[src/design/assert_macros.svh]
// assertion macros shared by the radix digit converter modules
// expects clk_i and rst_ni in the scope of use
`ifndef ASSERT_MACROS_SVH
`define ASSERT_MACROS_SVH

// property must hold at every clock edge out of reset
`define RDC_ASSERT(label, prop, msg) \
  label: assert property (@(posedge clk_i) disable iff (!rst_ni) (prop)) else $error(msg);

// condition must never be true out of reset
`define RDC_ASSERT_NEVER(label, cond, msg) \
  label: assert property (@(posedge clk_i) disable iff (!rst_ni) !(cond)) else $error(msg);

`endif

[src/design/rdc_ram.sv]
// generic single write port ram with registered read
// no dependencies
module rdc_ram #(
  parameter int Width = 8,
  parameter int Depth = 64
) (
  input  logic                     clk_i,
  input  logic                     we_i,
  input  logic [$clog2(Depth)-1:0] waddr_i,
  input  logic [Width-1:0]         wdata_i,
  input  logic                     re_i,
  input  logic [$clog2(Depth)-1:0] raddr_i,
  output logic [Width-1:0]         rdata_o
);

  logic [Width-1:0] mem_q [Depth];
  logic [Width-1:0] rdata_q;

  always_ff @(posedge clk_i) begin
    if (we_i) begin
      mem_q[waddr_i] <= wdata_i;
    end
    if (re_i) begin
      rdata_q <= mem_q[raddr_i];
    end
  end

  assign rdata_o = rdata_q;

endmodule

[config.mk]
export PLATFORM = sky130hd
export DESIGN_NAME = rdc_ram
export DESIGN_NICKNAME = d
export VERILOG_FILES = /design/src/design/assert_macros.svh /design/src/design/rdc_ram.sv
export SDC_FILE = /design/constraint.sdc
export NUM_CORES = 1
export LEC_CHECK = 0
export BUFFER_PORTS_ARGS = -buffer_cell sky130_fd_sc_hd__buf_4
export CAP_MARGIN = 5
export CORE_ASPECT_RATIO = 1.2
export CORE_MARGIN = 1.5
export CORE_UTILIZATION = 37
export DETAILED_ROUTE_END_ITERATION = 8
export HOLD_SLACK_MARGIN = 0.05
export PLACE_DENSITY = 0.55
export SKIP_CTS_REPAIR_TIMING = 1
export SLEW_MARGIN = 20
export SYNTH_ARGS = -nofsm -noshare
export SYNTH_HDL_FRONTEND = slang
export SYNTH_SLANG_ARGS = --single-unit
export TNS_END_PERCENT = 20
[constraint.sdc]
create_clock -name clk_i -period 2.9 [get_ports clk_i]
set_input_delay 0.145 -clock clk_i [delete_from_list [all_inputs] [get_ports clk_i]]
set_output_delay 0.145 -clock clk_i [all_outputs]
set_load 0.01 [all_outputs]
==> results.json <==
{
  "slowest_delay_ns": 0.59,
  "rsz0062_at_grt": "no",
  "drive_above_1_share_pct": 30.6,
  "utilization_pct": 43.6,
  "clk_path_buf_depth": 3,
  "cts_buffers": 51,
  "nNetsFinal": 1091,
  "dp_hpwl_mm": 29.5,
  "synth_warnings": 0,
  "ys_seq_elements": 520,
  "async_reset_ff_share_pct": 0,
  "drv_slew": 0,
  "crit_chain": "mux4_2 > mux2_2 > o221a_2 > nor3_1 > o32ai_1",
  "cts_tree": "yes",
  "slew_headroom_pct": 48.1,
  "start_util_pct": 37.6,
  "grt_usage_pct": 17.4,
  "crit_slowest_cell": "nor3_1",
  "grt_pass1_wl_mm": 70.2,
  "antenna_found_initial": 0,
  "syn-num-nets": 963,
  "wl_per_cell_um": 26.3,
  "area_delta_synth_final_pct": 16.1,
  "cp.buffers_inverters": 0,
  "cts_sinks": 520,
  "viasPerCell": 5.40,
  "synth_top_cell_by_area": "edfxtp_1",
  "arrival_ns": 2.78,
  "yosysMostFrequentCell": "edfxtp_1",
  "ys_top_cells_by_count": "edfxtp_1, mux4_2, nor2_1",
  "grt_max_degree": 65,
  "yosysTopAreaCellShare_pct": 77.1,
  "clk_pin_slew_ns": 0.06,
  "n_fill_cell": 4622,
  "gp_congestion": 0.763,
  "fin_ws_ns": 0.441,
  "synth-seq-area-share_pct": 77.1,
  "synthDistinctLibCells": 39,
  "drt_pre_antenna_iters": 4,
  "htreeDepth": 2,
  "die_x_um": 217,
  "outcome": "finished clean",
  "core_area_um2": 53900,
  "syn-instance-count": 940,
  "fin_skew_ns": 0.0175,
  "path_max_fanout": 1,
  "numPortBuffers": 30,
  "powerDensity_nw_per_um2": 670,
  "final_cells": 1822,
  "drc": 0,
  "ir_drop_v": 0.000406,
  "grt_pass1_vias": 10200,
  "cp_data_required_time_ns": 3.22,
  "leakage_nw": 7.44,
  "vias": 9836,
  "cts_root_buffer": "clkbuf_16",
  "dp_cells": 1726,
  "setup_viol": 0,
  "critical_path_class": "flip-flop to flip-flop",
  "crit_family": "multiplexers",
  "hold_path.class": "input port to flip-flop",
  "syn_area_per_cell_um2": 21.5,
  "antenna_left": 0,
  "min_period_over_period_pct": 84.8,
  "clock.fmax_mhz": 407,
  "syn-cell-area_um2": 20200,
  "tightest_slew_ns": 0.779,
  "wl_mm": 47.8,
  "synth_edf_count": 520,
  "place_worst_setup_slack_ns": 0.0897,
  "pin_count": 31,
  "setup_tns_ns": 0,
  "yosys-top-cells-area": "edfxtp_1, mux4_2, nor2_1, mux2i_1, mux2_2",
  "ys.flop_type": "edfxtp_1",
  "dieArea_um2": 56100,
  "die_h_um": 259,
  "final.min_clock_period_ns": 2.46,
  "end_kind": "flip-flop",
  "insertion_delay_ns": 0.59,
  "grt_overflow": 0,
  "cap_violations": 0,
  "critPathLaunchType": "flip-flop",
  "rows": 93,
  "hold_viol": 0,
  "drtIter0Drc": 1122
}
==> layout make-up <==
type,instances,area (um^2),area share [%]
clock inverters,29,278,1.18
repair buffers,126,1030,4.38
flip-flops and latches,520,15600,66.4
clock buffers,65,1370,5.83
well taps,712,891,3.79
diodes,1,2.50,0.0106
multi-input cells,369,4320,18.4
==> final timing paths <==
kind           startpoint    endpoint  slack (ns)  cells past startpoint
max          mem_q[21][6]  rdata_o[6]        0.44                      5
min            raddr_i[5]  rdata_o[6]        0.08                      3
max reg2reg  mem_q[21][6]  rdata_o[6]        0.44                      5
min reg2reg  mem_q[19][1]  rdata_o[1]        0.88                      4
==> routing by layer <==
layer  up-vias  routed length, um  share of wire, %  track usage [%]
met5         -                  0                 0                0
met4         0               1360               2.8             6.48
met3        67               2540               5.3             2.48
met2       303              24100                50             29.0
met1      5278              19900                41             23.5
li1       4188                  -                 -                -
==> kinds of logic (layout without fill, tap and decap cells) <==
family | Yosys count | count (layout) | share of synthesized area, %
AO/OA/AOI/OAI | 54 | 54 | 2.06
buffers and inverters | 51 | 220 | 1.56
flip-flops | 520 | 520 | 77.1
multiplexers | 162 | 162 | 15.9
other | 0 | 1 | 0
AND/OR/NAND/NOR | 153 | 153 | 3.37
==> sequential cells by signal, summed over array words and instances, names as in the netlist <==
name	flops
rdata_o	8
mem_q	512
==> metrics by stage <==
stage	power, mW	hold WS, ns	area, um^2
after floorplan	8.95	0.244	20200
after global placement	9.34	0.535	21800
after detailed placement	9.35	0.532	21800
after CTS	15.9	-0.101	23500
after global routing	16.2	0.0897	23500
final	15.8	0.0822	23500
==> cells in the final DEF (no fill, tap or decap), types with 9 or more instances in the layout <==
cell	synthesis	layout
edfxtp_1	520	520
mux4_2	126	126
buf_4	13	118
nor2_1	83	83
clkbuf_16	0	53
mux2i_1	23	23
nand2_1	19	19
nor2b_1	14	14
mux2_2	13	13
nand3_1	13	13
clkbuf_1	17	12
clkinv_1	0	9
clkinv_2	0	9
==> worst reg2reg max path: stages, from the launching register on <==
cell,delay [ns]
edfxtp_1,0.36
mux4_2,0.47
mux2_2,0.31
o221a_2,0.29
nor3_1,0.59
o32ai_1,0.17
==> where the power goes <==
group / switching, mW / leakage (nW) / internal [mW]
Combinational: 0.493 / 1.96 / 0.317
Clock: 2.80 / 0.801 / 3.79
Sequential: 0.0227 / 4.69 / 8.33
Total: 3.31 / 7.44 / 12.4
Note: power is estimated with default switching activity, not from simulation.
