## config.mk

```make
export PLATFORM = sky130hd
export DESIGN_NAME = rdc_divunit
export DESIGN_NICKNAME = d
export VERILOG_FILES = /design/src/design/rdc_pkg.sv /design/src/design/rdc_divunit.sv
export VERILOG_INCLUDE_DIRS = /design/src /design/src/design
export SDC_FILE = /design/constraint.sdc
export NUM_CORES = 1
export LEC_CHECK = 0
export BUFFER_PORTS_ARGS = -buffer_cell sky130_fd_sc_hd__buf_2
export CAP_MARGIN = 15
export CORE_MARGIN = 3
export CORE_UTILIZATION = 35
export DETAILED_ROUTE_END_ITERATION = 16
export GPL_TIMING_DRIVEN = 1
export PLACE_DENSITY = 0.61
export SYNTH_ARGS = -nofsm -noshare
export SYNTH_HDL_FRONTEND = slang
export SYNTH_SLANG_ARGS = --single-unit
```

## constraint.sdc

```tcl
create_clock -name clk_i -period 2.26 [get_ports clk_i]
set_clock_uncertainty 0.05 [all_clocks]
set_input_delay 0 -clock clk_i [delete_from_list [all_inputs] [get_ports clk_i]]
set_output_delay 0 -clock clk_i [all_outputs]
set_load 0.02 [all_outputs]
```

## src/design/assert_macros.svh

```systemverilog
// assertion macros shared by the radix digit converter modules
// expects clk_i and rst_ni in the scope of use
`ifndef ASSERT_MACROS_SVH
`define ASSERT_MACROS_SVH

// property must hold at every clock edge out of reset
`define RDC_ASSERT(label, prop, msg) \
  label: assert property (@(posedge clk_i) disable iff (!rst_ni) (prop)) else $error(msg);

// condition must never be true out of reset
`define RDC_ASSERT_NEVER(label, cond, msg) \
  label: assert property (@(posedge clk_i) disable iff (!rst_ni) !(cond)) else $error(msg);

`endif

```

## src/design/rdc_pkg.sv

```systemverilog
// types, constants and codes of the radix digit converter
// no dependencies
package rdc_pkg;

  localparam int DigitW      = 8;
  localparam int RadixW      = 9;
  localparam int AccW        = DigitW + RadixW;
  localparam int StepW       = $clog2(DigitW);
  localparam int CfgIdxW     = 1;

  localparam int MaxInDigits  = 8;
  localparam int MaxOutDigits = 64;

  localparam logic [RadixW-1:0] SrcRadixReset = RadixW'(10);
  localparam logic [RadixW-1:0] TgtRadixReset = RadixW'(2);
  localparam logic [RadixW-1:0] RadixMin      = RadixW'(2);
  localparam logic [RadixW-1:0] RadixMax      = RadixW'(256);

  typedef enum logic [1:0] {
    ST_OK    = 2'd0,
    ST_RADIX = 2'd1,
    ST_DIGIT = 2'd2,
    ST_COUNT = 2'd3
  } status_e;

  typedef enum logic [CfgIdxW-1:0] {
    CFG_SOURCE_RADIX = 1'b0,
    CFG_TARGET_RADIX = 1'b1
  } cfg_reg_e;

  typedef enum logic [2:0] {
    S_LOAD,
    S_START,
    S_WAIT,
    S_READ,
    S_FETCH,
    S_OUT
  } state_e;

  typedef struct packed {
    logic [DigitW-1:0] in_digit;
    logic              in_last;
  } in_item_t;

  typedef struct packed {
    logic [DigitW-1:0] out_digit;
    logic              out_last;
    status_e           status;
  } out_item_t;

  typedef struct packed {
    logic              done;
    logic [DigitW-1:0] quot;
    logic [DigitW-1:0] rem;
  } div_res_t;

  function automatic logic radix_ok(input logic [RadixW-1:0] r);
    return (r >= RadixMin) && (r <= RadixMax);
  endfunction

endpackage

```

## src/design/rdc_divunit.sv

```systemverilog
// shared multiply-accumulate and shift-subtract divider, one quotient bit per cycle
// depends on rdc_pkg and assert_macros.svh
`include "assert_macros.svh"

module rdc_divunit (
  input  logic                      clk_i,
  input  logic                      rst_ni,
  input  logic                      start_i,
  input  logic [rdc_pkg::DigitW-1:0] rem_i,
  input  logic [rdc_pkg::DigitW-1:0] digit_i,
  input  logic [rdc_pkg::RadixW-1:0] src_i,
  input  logic [rdc_pkg::RadixW-1:0] tgt_i,
  output rdc_pkg::div_res_t          res_o
);

  localparam int DigitW = rdc_pkg::DigitW;
  localparam int RadixW = rdc_pkg::RadixW;
  localparam int AccW   = rdc_pkg::AccW;
  localparam int StepW  = rdc_pkg::StepW;
  localparam logic [StepW-1:0] StepLast = StepW'(DigitW - 1);

  logic              busy_q, busy_d;
  logic              done_q, done_d;
  logic [StepW-1:0]  step_q, step_d;
  logic [RadixW-1:0] r_q, r_d;
  logic [DigitW-1:0] lo_q, lo_d;

  logic [AccW-1:0]   acc;
  logic [RadixW:0]   trial;
  logic [RadixW:0]   tgt_ext;
  logic              ge;
  logic [RadixW:0]   diff;

  always_comb begin
    acc     = {{RadixW{1'b0}}, rem_i} * {{DigitW{1'b0}}, src_i}
            + {{RadixW{1'b0}}, digit_i};
    trial   = {r_q, lo_q[DigitW-1]};
    tgt_ext = {1'b0, tgt_i};
    ge      = trial >= tgt_ext;
    diff    = ge ? (trial - tgt_ext) : trial;

    busy_d = busy_q;
    done_d = 1'b0;
    step_d = step_q;
    r_d    = r_q;
    lo_d   = lo_q;
    if (start_i) begin
      busy_d = 1'b1;
      step_d = '0;
      r_d    = acc[AccW-1:DigitW];
      lo_d   = acc[DigitW-1:0];
    end else if (busy_q) begin
      r_d    = diff[RadixW-1:0];
      lo_d   = {lo_q[DigitW-2:0], ge};
      step_d = step_q + StepW'(1);
      if (step_q == StepLast) begin
        busy_d = 1'b0;
        done_d = 1'b1;
      end
    end
  end

  always_ff @(posedge clk_i or negedge rst_ni) begin
    if (!rst_ni) begin
      busy_q <= 1'b0;
      done_q <= 1'b0;
      step_q <= '0;
    end else begin
      busy_q <= busy_d;
      done_q <= done_d;
      step_q <= step_d;
    end
  end

  always_ff @(posedge clk_i) begin
    r_q  <= r_d;
    lo_q <= lo_d;
  end

  assign res_o.done = done_q;
  assign res_o.quot = lo_q;
  assign res_o.rem  = r_q[DigitW-1:0];

  `RDC_ASSERT(a_start_idle, start_i |-> !busy_q, "divider started while busy")
  `RDC_ASSERT(a_done_after_busy, done_q |-> $past(busy_q), "divider done without run")

endmodule

```

==> summary.md <==
| Metric | Value |
|---|---|
| Status | `finished with violations` |
| Violated checks | `negative setup slack` |
| First-pass GRT wire length | `15700 um` |
| Worst-path clk slew | `0.05 ns` |
| Register bit total from synthesis | `22` |
| CP Data Required Time | `2.21 ns` |
| # setup viols final | `14` |
| GRT Overall Usage | `0.144` |
| Top FF cell, synth | `edfxtp_1` |
| Top-area cell type share of the netlist area | `0.251` |
| Count of cell types in the netlist | `50` |
| Syn avg cell area | `9.29 um^2` |
| Place WS | `-1.83 ns` |
| # DRC | `0` |
| Drt via density | `4.64` |
| Remaining global-route overflow | `0` |
| Crit end category | `register` |
| TritonCTS Sinks | `22` |
| # port buffers | `53` |
| Crit path launch | `rem_i[5]` |
| Final Hold Vio Count | `0` |
| Commonest cells after routing, fill and taps aside | `inv_1, buf_4, fa_1, and2_1, buf_2` |
| Cells on worst reg2reg path | `10` |
| Share of post-route cells with drive strength above 1 | `0.417` |
| Post-Syn Nets | `575` |
| Nets@finish | `704` |
| Iteration-0 DRC Markers | `114` |
| I/O pins | `54` |
| Post-Synthesis Cells | `438` |
| Number of global-route vias before repair | `3506` |
| Slew Limit Headroom | `0.821` |
| Critical path's top delay family | `adder cells` |
| Slowest CP cell | `fa_1` |
| Core ar. | `11100 um^2` |
| Final setup TNS | `-16.32 ns` |
| Max VDD drop | `0.000676 V` |
| Die Y | `114 um` |
| Clk buf depth | `2` |
| Gpl congestion | `0.861` |
| Worst-Skew Late Latency | `0.25 ns` |
| CP most frequent cell | `fa_1` |
| RSZ-0062 raised after global routing | `true` |
| Power per Cell Area | `1180 nW/um^2` |
| Launch point of the worst reg-to-reg path | `lo_q[7]` |
| Setup CP Type | `input port to register` |
| Worst slew pin tran | `0.268 ns` |
| Period minus WS final | `3.73 ns` |
| Die area | `13000 um^2` |
| Crit path largest cell delay | `0.50 ns` |
| Pins over their slew limit | `0` |
| EDFF count, synth | `17` |
| CTS root buffer | `clkbuf_16` |
| Max Cap Viol | `0` |
| Placement Rows | `38` |
| Seq/Total Area, Yosys | `0.156` |
| Tightest Hold Check Type | `input port to async pin` |
| Arrival @ worst endpoint | `3.68 ns` |
| Pin count of the biggest net entering global routing | `21` |
| Initial antenna violation count | `0` |
| CP Cell Sequence | `buf_8 -> buf_6 -> and2_1 -> fa_1 -> fa_1 -> fa_1 -> inv_1 -> fa_1 -> inv_2 -> ha_4 -> o21a_1 -> o21ai_2 -> buf_4 -> a211oi_2 -> o211ai_1 -> a211oi_2 -> a211oi_2` |
| WL/cell | `12.9 um` |
| Crit start category | `input port` |
| Fin crit share | `1.65` |
| Via count | `3279` |
| CTS Buf Count | `3` |
| Commonest non-fill, non-tap cell in the layout | `inv_1` |
| Final worst slack | `-1.47 ns` |
| Leak pwr | `2.90 nW` |
| Initial Utilization | `0.367` |
| Pwr Total | `6.75 mW` |
| Synthesized cell area | `4070 um^2` |
| CTS tree | `yes` |
| Leading area contributor after synthesis | `fa_1` |
| Antenna Nets Post-Route | `0` |
| H-tree depth | `1` |
| YS warnings | `0` |
| Fin util | `0.519` |
| N_diodes | `0` |
| Worst Path Buf+Inv | `5` |
| Worst r2r dst | `r_q[8]` |
| Setup slack, reg-to-reg | `-0.09 ns` |
| Placed wire-length estimate | `7760 um` |
| Pre-antenna DRT Iters | `4` |
| Crit Path Max Fanout | `3` |
| Final WL | `9120 um` |
| Hold_ws | `0.0413 ns` |
| Synth-to-layout area growth | `41.2%` |
| Ys async rst share | `0.227` |
| FMAX | `0.268 GHz` |
| Die Span X | `114 um` |
| Largest cells by area after synthesis | `fa_1, ha_1, edfxtp_1` |
[through the flow]
| step | cells | cell area [um^2] |
|---|---|---|
| 2_1_floorplan | 438 | 4280 |
| 3_3_place_gp | 689 | 5140 |
| 3_5_place_dp | 689 | 5140 |
| 4_1_cts | 703 | 5520 |
| 5_1_grt | 706 | 5750 |
| 6_report | 706 | 5750 |
[layout make-up]
cell class              instances  area [um^2]
repair buffers                139         1110
flip-flops and latches         22          636
fillers                       999         5330
clock buffers                   3         75.1
well taps                     140          175
clock inverters                 1         3.75
inverters                      92          345
multi-input cells             309         3400
[metal layers]
layer	GRT usage	wire, um
met5	0	0
met4	0.0309	65
met3	0.00690	315
met2	0.255	4420
met1	0.196	4320
[cell families (layout without fill, tap and decap cells)]
group / after synthesis / count (layout) / synth area share
and+or+nand+nor: 114 / 114 / 0.151
buffers and inverters: 107 / 235 / 0.109
adders and majority gates: 100 / 100 / 0.402
AOI/OAI and AO/OA: 63 / 63 / 0.105
DFF: 22 / 22 / 0.156
muxes: 17 / 17 / 0.0443
xor gates and xnor gates: 15 / 15 / 0.0323
[worst max-delay path by stage]
| stage | to | cells after the start | slack, ns |
|---|---|---|---|
| floorplan | r_q[6] | 16 | -1.47 |
| global placement | r_q[7] | 15 | -1.75 |
| detailed placement | r_q[7] | 15 | -1.83 |
| CTS | r_q[7] | 15 | -1.48 |
| global route | r_q[7] | 15 | -1.63 |
| finish | r_q[6] | 17 | -1.47 |
[cell usage after synthesis, types with 2 or more instances]
| master | n |
|---|---|
| nor3_1 | 3 |
| and4_1 | 2 |
| buf_4 | 9 |
| nor2b_1 | 3 |
| nand4_1 | 2 |
| a21o_1 | 6 |
| and3_1 | 3 |
| o21bai_1 | 2 |
| nor2_1 | 10 |
| or2_2 | 2 |
| a21oi_1 | 17 |
| a211oi_1 | 7 |
| nand2_1 | 32 |
| o21a_1 | 6 |
| edfxtp_1 | 17 |
| inv_1 | 92 |
| mux2i_1 | 9 |
| ha_1 | 49 |
| clkbuf_1 | 5 |
| dfrtp_1 | 5 |
| mux2_2 | 7 |
| o21ai_1 | 3 |
| and2_1 | 49 |
| o211ai_1 | 4 |
| xnor2_1 | 9 |
| xor2_1 | 6 |
| nand3_1 | 2 |
| fa_1 | 51 |
| o21ai_0 | 5 |
[report_power, final]
group          internal, mW  total, mW  switching (mW)
sequential            0.695      0.802           0.106
combinational          2.97       5.59            2.63
clock                 0.235      0.360           0.125
total                  3.90       6.75            2.86
[timing repair]
item                       4_1_cts  5_1_grt
hold buffers                     1        0
buffers inserted                11        3
pin swaps                       45       20
setup endpoints to repair       14       15
gates resized for setup         70       44
hold endpoints to repair         5        0
[flip-flops by register name, indices dropped and copies added, names as in the netlist]
signal  count
step_q      3
busy_q      1
done_q      1
lo_q        8
r_q         9
Power figures use the tool's default switching activity.
